**config.mk**
```make
export PLATFORM = sky130hd
export DESIGN_NAME = complex_average_decimator_16
export DESIGN_NICKNAME = d
export VERILOG_FILES = /design/src/hdl/cad16_pkg.sv /design/src/hdl/complex_average_decimator_16.sv
export SDC_FILE = /design/constraint.sdc
export NUM_CORES = 1
export LEC_CHECK = 0
export BUFFER_PORTS_ARGS = -buffer_cell sky130_fd_sc_hd__buf_4
export CORE_MARGIN = 3
export CORE_UTILIZATION = 25
export DETAILED_ROUTE_END_ITERATION = 10
export GPL_ROUTABILITY_DRIVEN = 1
export HOLD_SLACK_MARGIN = 0.06
export SLEW_MARGIN = 20
export SYNTH_ARGS = -nofsm -noshare
export SYNTH_HDL_FRONTEND = slang
export SYNTH_SLANG_ARGS = --single-unit
```
**constraint.sdc**
```tcl
create_clock -name clk -period 8.8 [get_ports clk]
set_clock_uncertainty 0.05 [all_clocks]
set_input_delay 0.44 -clock clk [delete_from_list [all_inputs] [get_ports clk]]
set_output_delay 0.44 -clock clk [all_outputs]
set_load 0.05 [all_outputs]
```
**src/hdl/cad16_pkg.sv**
```systemverilog
// Shared constants and the tree node arithmetic for the averaging decimator.
`default_nettype none

package cad16_pkg;

    localparam int SAMPLE_W            = 8;
    localparam int TDATA_W             = 2 * SAMPLE_W;
    localparam int DEFAULT_TREE_LEVELS = 4;

    typedef logic signed [SAMPLE_W-1:0] sample_t;

    localparam logic signed [SAMPLE_W:0] SUM_MAX = 9'sd127;
    localparam logic signed [SAMPLE_W:0] SUM_MIN = -9'sd128;

    // (a >>> 1) + (b >>> 1), clipped to the signed 8-bit range
    function automatic sample_t node_combine(input sample_t a, input sample_t b);
        logic signed [SAMPLE_W:0] sum;
        sample_t                  res;
        sum = $signed({{2{a[SAMPLE_W-1]}}, a[SAMPLE_W-1:1]})
            + $signed({{2{b[SAMPLE_W-1]}}, b[SAMPLE_W-1:1]});
        if (sum > SUM_MAX)
        begin
            res = SUM_MAX[SAMPLE_W-1:0];
        end
        else if (sum < SUM_MIN)
        begin
            res = SUM_MIN[SAMPLE_W-1:0];
        end
        else
        begin
            res = sum[SAMPLE_W-1:0];
        end
        return res;
    endfunction

endpackage

`default_nettype wire

```
**src/hdl/complex_average_decimator_16.sv**
```systemverilog
// Averaging decimator: one complex result per 2^TREE_LEVELS complex input samples.
//
// Usage
//   Input stream (s_*): one complex sample per transfer, real part in
//   s_tdata[7:0], imaginary part in s_tdata[15:8], both two's complement.
//   Output stream (m_*): one complex average per group of 2^TREE_LEVELS
//   (16 by default) consecutive input transfers, same packing.
//   Each result is the root of a binary tree over the group; every node is
//   (left >>> 1) + (right >>> 1). Real and imaginary parts are independent.
// Throughput: one input transfer per cycle, sustained, with m_tready high.
// Path: the group's last sample is transferred into the input register,
//   then its result into the result register, where m_tvalid rises.
//   The work per sample is one pass through at most TREE_LEVELS node adders
//   between those two registers.
// Reset: clears the group position and both valid flags; the next sample
//   transferred starts a new group. Parked node values need no reset.
// Stall: while m_tready is low, a finished result is held in the result
//   register and input transfers keep flowing until the next group-closing
//   sample reaches the input register; that sample waits there and s_tready
//   drops until the held result is taken.
`default_nettype none

module complex_average_decimator_16 #(
    parameter int TREE_LEVELS = cad16_pkg::DEFAULT_TREE_LEVELS
) (
    input  wire                           clk,
    input  wire                           rst_n,
    input  wire                           s_tvalid,
    output logic                          s_tready,
    input  wire  [cad16_pkg::TDATA_W-1:0] s_tdata,  // [7:0] sample_real, [15:8] sample_imag
    output logic                          m_tvalid,
    input  wire                           m_tready,
    output logic [cad16_pkg::TDATA_W-1:0] m_tdata   // [7:0] avg_real, [15:8] avg_imag
);

    import cad16_pkg::*;

    localparam logic [TREE_LEVELS-1:0] PHASE_LAST = '1;

    // input register
    logic                   st_valid_reg, st_valid_next;
    sample_t                st_real_reg, st_imag_reg;

    // group position; bit l set means level l holds a parked node
    logic [TREE_LEVELS-1:0] phase_reg, phase_next;
    sample_t                pend_real_reg [TREE_LEVELS];
    sample_t                pend_imag_reg [TREE_LEVELS];

    // result register
    logic                   out_valid_reg, out_valid_next;
    sample_t                out_real_reg, out_imag_reg;

    logic                   in_xfer;
    logic                   st_adv;
    logic                   st_last;
    logic                   out_load;
    logic [TREE_LEVELS-1:0] park_en;
    sample_t                acc_real, acc_imag;

    assign st_last  = (phase_reg == PHASE_LAST);
    // a group-closing sample may only move on if the result register frees up
    assign st_adv   = st_valid_reg && (!st_last || !out_valid_reg || m_tready);
    assign s_tready = !st_valid_reg || st_adv;
    assign in_xfer  = s_tvalid && s_tready;
    assign out_load = st_adv && st_last;

    // walk up the tree: combine with parked nodes until a free level is found
    always_comb
    begin
        logic parked;
        parked   = 1'b0;
        park_en  = '0;
        acc_real = st_real_reg;
        acc_imag = st_imag_reg;
        for (int lv = 0; lv < TREE_LEVELS; lv++)
        begin
            if (!parked)
            begin
                if (!phase_reg[lv])
                begin
                    park_en[lv] = 1'b1;
                    parked      = 1'b1;
                end
                else
                begin
                    acc_real = node_combine(pend_real_reg[lv], acc_real);
                    acc_imag = node_combine(pend_imag_reg[lv], acc_imag);
                end
            end
        end
    end

    always_comb
    begin
        st_valid_next  = in_xfer ? 1'b1 : (st_adv ? 1'b0 : st_valid_reg);
        phase_next     = st_adv ? phase_reg + 1'b1 : phase_reg;
        out_valid_next = out_load ? 1'b1 : (m_tready ? 1'b0 : out_valid_reg);
    end

    always_ff @(posedge clk or negedge rst_n)
    begin
        if (!rst_n)
        begin
            st_valid_reg  <= 1'b0;
            phase_reg     <= '0;
            out_valid_reg <= 1'b0;
        end
        else
        begin
            st_valid_reg  <= st_valid_next;
            phase_reg     <= phase_next;
            out_valid_reg <= out_valid_next;
        end
    end

    // payload registers
    always_ff @(posedge clk)
    begin
        if (in_xfer)
        begin
            st_real_reg <= s_tdata[SAMPLE_W-1:0];
            st_imag_reg <= s_tdata[TDATA_W-1:SAMPLE_W];
        end
        if (out_load)
        begin
            out_real_reg <= acc_real;
            out_imag_reg <= acc_imag;
        end
        for (int lv = 0; lv < TREE_LEVELS; lv++)
        begin
            if (st_adv && park_en[lv])
            begin
                pend_real_reg[lv] <= acc_real;
                pend_imag_reg[lv] <= acc_imag;
            end
        end
    end

    assign m_tvalid = out_valid_reg;
    assign m_tdata  = {out_imag_reg, out_real_reg};

`ifndef SYNTHESIS
    // a fresh result only ever comes from a group-closing sample
    assert property (@(posedge clk) disable iff (!rst_n)
        $rose(out_valid_reg) |-> $past(st_valid_reg && st_last))
    else $error("result raised without a group-closing sample");

    // the group position moves by one for every sample that leaves the input register
    assert property (@(posedge clk) disable iff (!rst_n)
        st_adv |=> phase_reg == $past(phase_reg) + 1'b1)
    else $error("group position did not advance");

    // a held result is never overwritten by the next group
    assert property (@(posedge clk) disable iff (!rst_n)
        (out_valid_reg && !m_tready && st_valid_reg && st_last) |-> !st_adv)
    else $error("held result overwritten");
`endif

endmodule

`default_nettype wire

```
==> metrics.md <==
| Metric | Value |
|---|---|
| Status | `complete, no violations` |
| CTS Buffer Depth | `2` |
| Startpoint types | `flop` |
| FP Rows | `56` |
| Worst hold path depth | `1` |
| Largest net degree at the start of global routing | `28` |
| Ratio of final minimum period to clock period | `0.670` |
| GPL Wtd Cong | `0.814` |
| Worst-margin pin slew | `0.973 ns` |
| Antenna Nets Post-Route | `0` |
| Slew Limit Fails | `0` |
| CP Max Fanout | `6` |
| Number of global-route vias before repair | `4,280` |
| IO Port Bufs | `37` |
| Area grow syn2layout | `15.6%` |
| Cells after Synth | `560` |
| Via count | `4,300` |
| Worst-Skew Late Latency | `0.36 ns` |
| CP Capture Type | `flop` |
| Htree depth | `3` |
| Post-synth EDFFs | `88` |
| Final wirelength | `14.7 mm` |
| Initial DRC count | `342` |
| Worst EP required | `8.85 ns` |
| Synthesized net count | `649` |
| Ys flop type | `edfxtp_1` |
| First-pass GRT wire length | `23.3 mm` |
| Final setup viols | `0` |
| Netlist Area Pre-Place | `0.00613 mm²` |
| DRT Pass-1 Iters | `4` |
| Area of the multi-input gates | `0.00318 mm²` |
| Minimum clock period | `5.89 ns` |
| Count leader, synth | `edfxtp_1` |
| Met3 Use GR | `0.0201` |
| CP arrival | `5.94 ns` |
| Syn. warnings | `0` |
| Post-detail-place hpwl | `11.0 mm` |
| Worst-path clk slew | `0.07 ns` |
| Met1 Use GR | `0.158` |
| Hold buffers post-CTS | `1` |
| Grt ovf | `0` |
| Die area | `0.0264 mm²` |
| R2r setup slk | `2.91 ns` |
| Routed length per instance | `15.9 µm` |
| Clk sinks | `94` |
| Number of CTS-inserted buffers | `9` |
| Postcts setup bufs | `0` |
| Post-synthesis average cell area | `11.0 µm²` |
| Die W | `163 µm` |
| Top post-synthesis cells by area | `edfxtp_1 43%, ha_1 12%, a21oi_1 3.4%` |
| Initial antenna violation count | `0` |
| Max Clk Rate | `170 MHz` |
| Most frequent cells after synthesis | `88 x edfxtp_1, 61 x ha_1, 42 x a21oi_1, 41 x nand2_1` |
| Max-Cap Viols | `0` |
| R2R depth | `21` |
| All-layer global routing usage | `0.114` |
| Critical path type | `reg2reg` |
| Sequential fraction of the synthesis area | `0.455` |
| CP Launch Point | `st_real_reg[1]` |
| Unrepaired setup endpoints after global routing | `no` |
| Top cell type's share of synthesized area | `0.431` |
| Post-synth top area cell | `edfxtp_1` |
| Met2 global-route usage | `0.180` |
| Yosys reg bits | `94` |
| Die Y | `163 µm` |
| I/O pin cnt | `38` |
| Post-layout net count | `687` |
| Ys async rst share | `0.0638` |
| Grt peak-use layer | `met2` |
| Rel. slew slack | `0.350` |
| Layout fillers | `2,474` |
| Dpl ws | `2.88 ns` |
| Yosys cell types | `63` |
| Tightest Hold Check Type | `in2reg` |
| Setup TNS Final | `0 ns` |
| Reg-to-Reg Start | `st_real_reg[1]` |
| Initial Utilization | `0.257` |
| CORE AREA | `0.0238 mm²` |
| # diodes | `0` |
| Layout cells sized above 1 | `0.131` |
| CTS tree | `yes` |
| Hold_sp | `s_tdata[15]` |
| # DRC | `0` |
| Post_cts resized | `0` |
| Setup ws final | `2.91 ns` |
| Root Buffer | `clkbuf_16` |
| Final number of hold-violating endpoints | `0` |
| Register area | `0.00279 mm²` |
| Vias per cell | `4.66` |
area by class of cell:
cell class | instances | share of cell area
Timing Repair Buffer | 41 | 0.0437
Multi-Input combinational cell | 423 | 0.448
Tap cell | 319 | 0.0563
Inverter | 29 | 0.0153
Clock inverter | 6 | 0.0102
Clock buffer | 10 | 0.0323
Sequential cell | 94 | 0.394
layer usage:
metal  wire [µm]  up-vias
met3         457       13
met1        7310     2025
li1            -     2198
met5           0        -
met4         236        0
met2        6670       64
kinds of logic (layout without fill, tap and decap cells):
logic type,count (synthesis),count (layout),share of synthesized area
compound gates,171,171,0.182
simple gates,138,138,0.113
flops,94,94,0.455
fa+ha+maj,69,69,0.151
buf+inv,43,86,0.0277
xor+xnor,25,25,0.0357
mux,20,20,0.0349
critical path, stage by stage (launching register included):
cell,delay [ns]
edfxtp_1,0.39
ha_1,0.25
fa_1,0.43
a211oi_1,0.36
nor3_1,0.12
or3_4,0.39
ha_1,0.36
or4b_1,0.52
o21ai_0,0.09
a221oi_1,0.09
and3_1,0.27
nor2_1,0.12
ha_1,0.27
o21a_1,0.12
o21ai_0,0.32
nand3_1,0.14
o22ai_1,0.18
ha_1,0.29
a21oi_1,0.22
xnor2_1,0.14
o21ai_0,0.10
a211oi_1,0.41
layout by cell type (no fill, tap or decap), types with 14 or more instances in the layout:
cell / Yosys / final
inv_1: 25 / 25
a21o_1: 14 / 14
o21ai_0: 35 / 35
edfxtp_1: 88 / 88
nand2_1: 41 / 41
buf_4: 1 / 40
xnor2_1: 16 / 16
ha_1: 61 / 61
nor2_1: 35 / 33
a21oi_1: 42 / 42
through the flow:
stage,std cells,util,cell area [µm²],hold slack [ns]
CTS,922,0.298,7090,0.192
detailed placement,905,0.284,6780,0.211
floorplan,560,-,6130,0.0944
global route,922,0.298,7090,0.193
finish,922,0.298,7090,0.202
global placement,905,0.284,6780,0.208
worst paths after layout:
check,to
max,pend_real_reg[0][5]
min,st_imag_reg[7]
min reg2reg,phase_reg[2]
max reg2reg,pend_real_reg[0][5]
max in group asynchronous,st_valid_reg
min in group asynchronous,phase_reg[1]
Power is not shown: default switching activity piles up to over one toggle a cycle in this logic, so the estimate is an artifact.
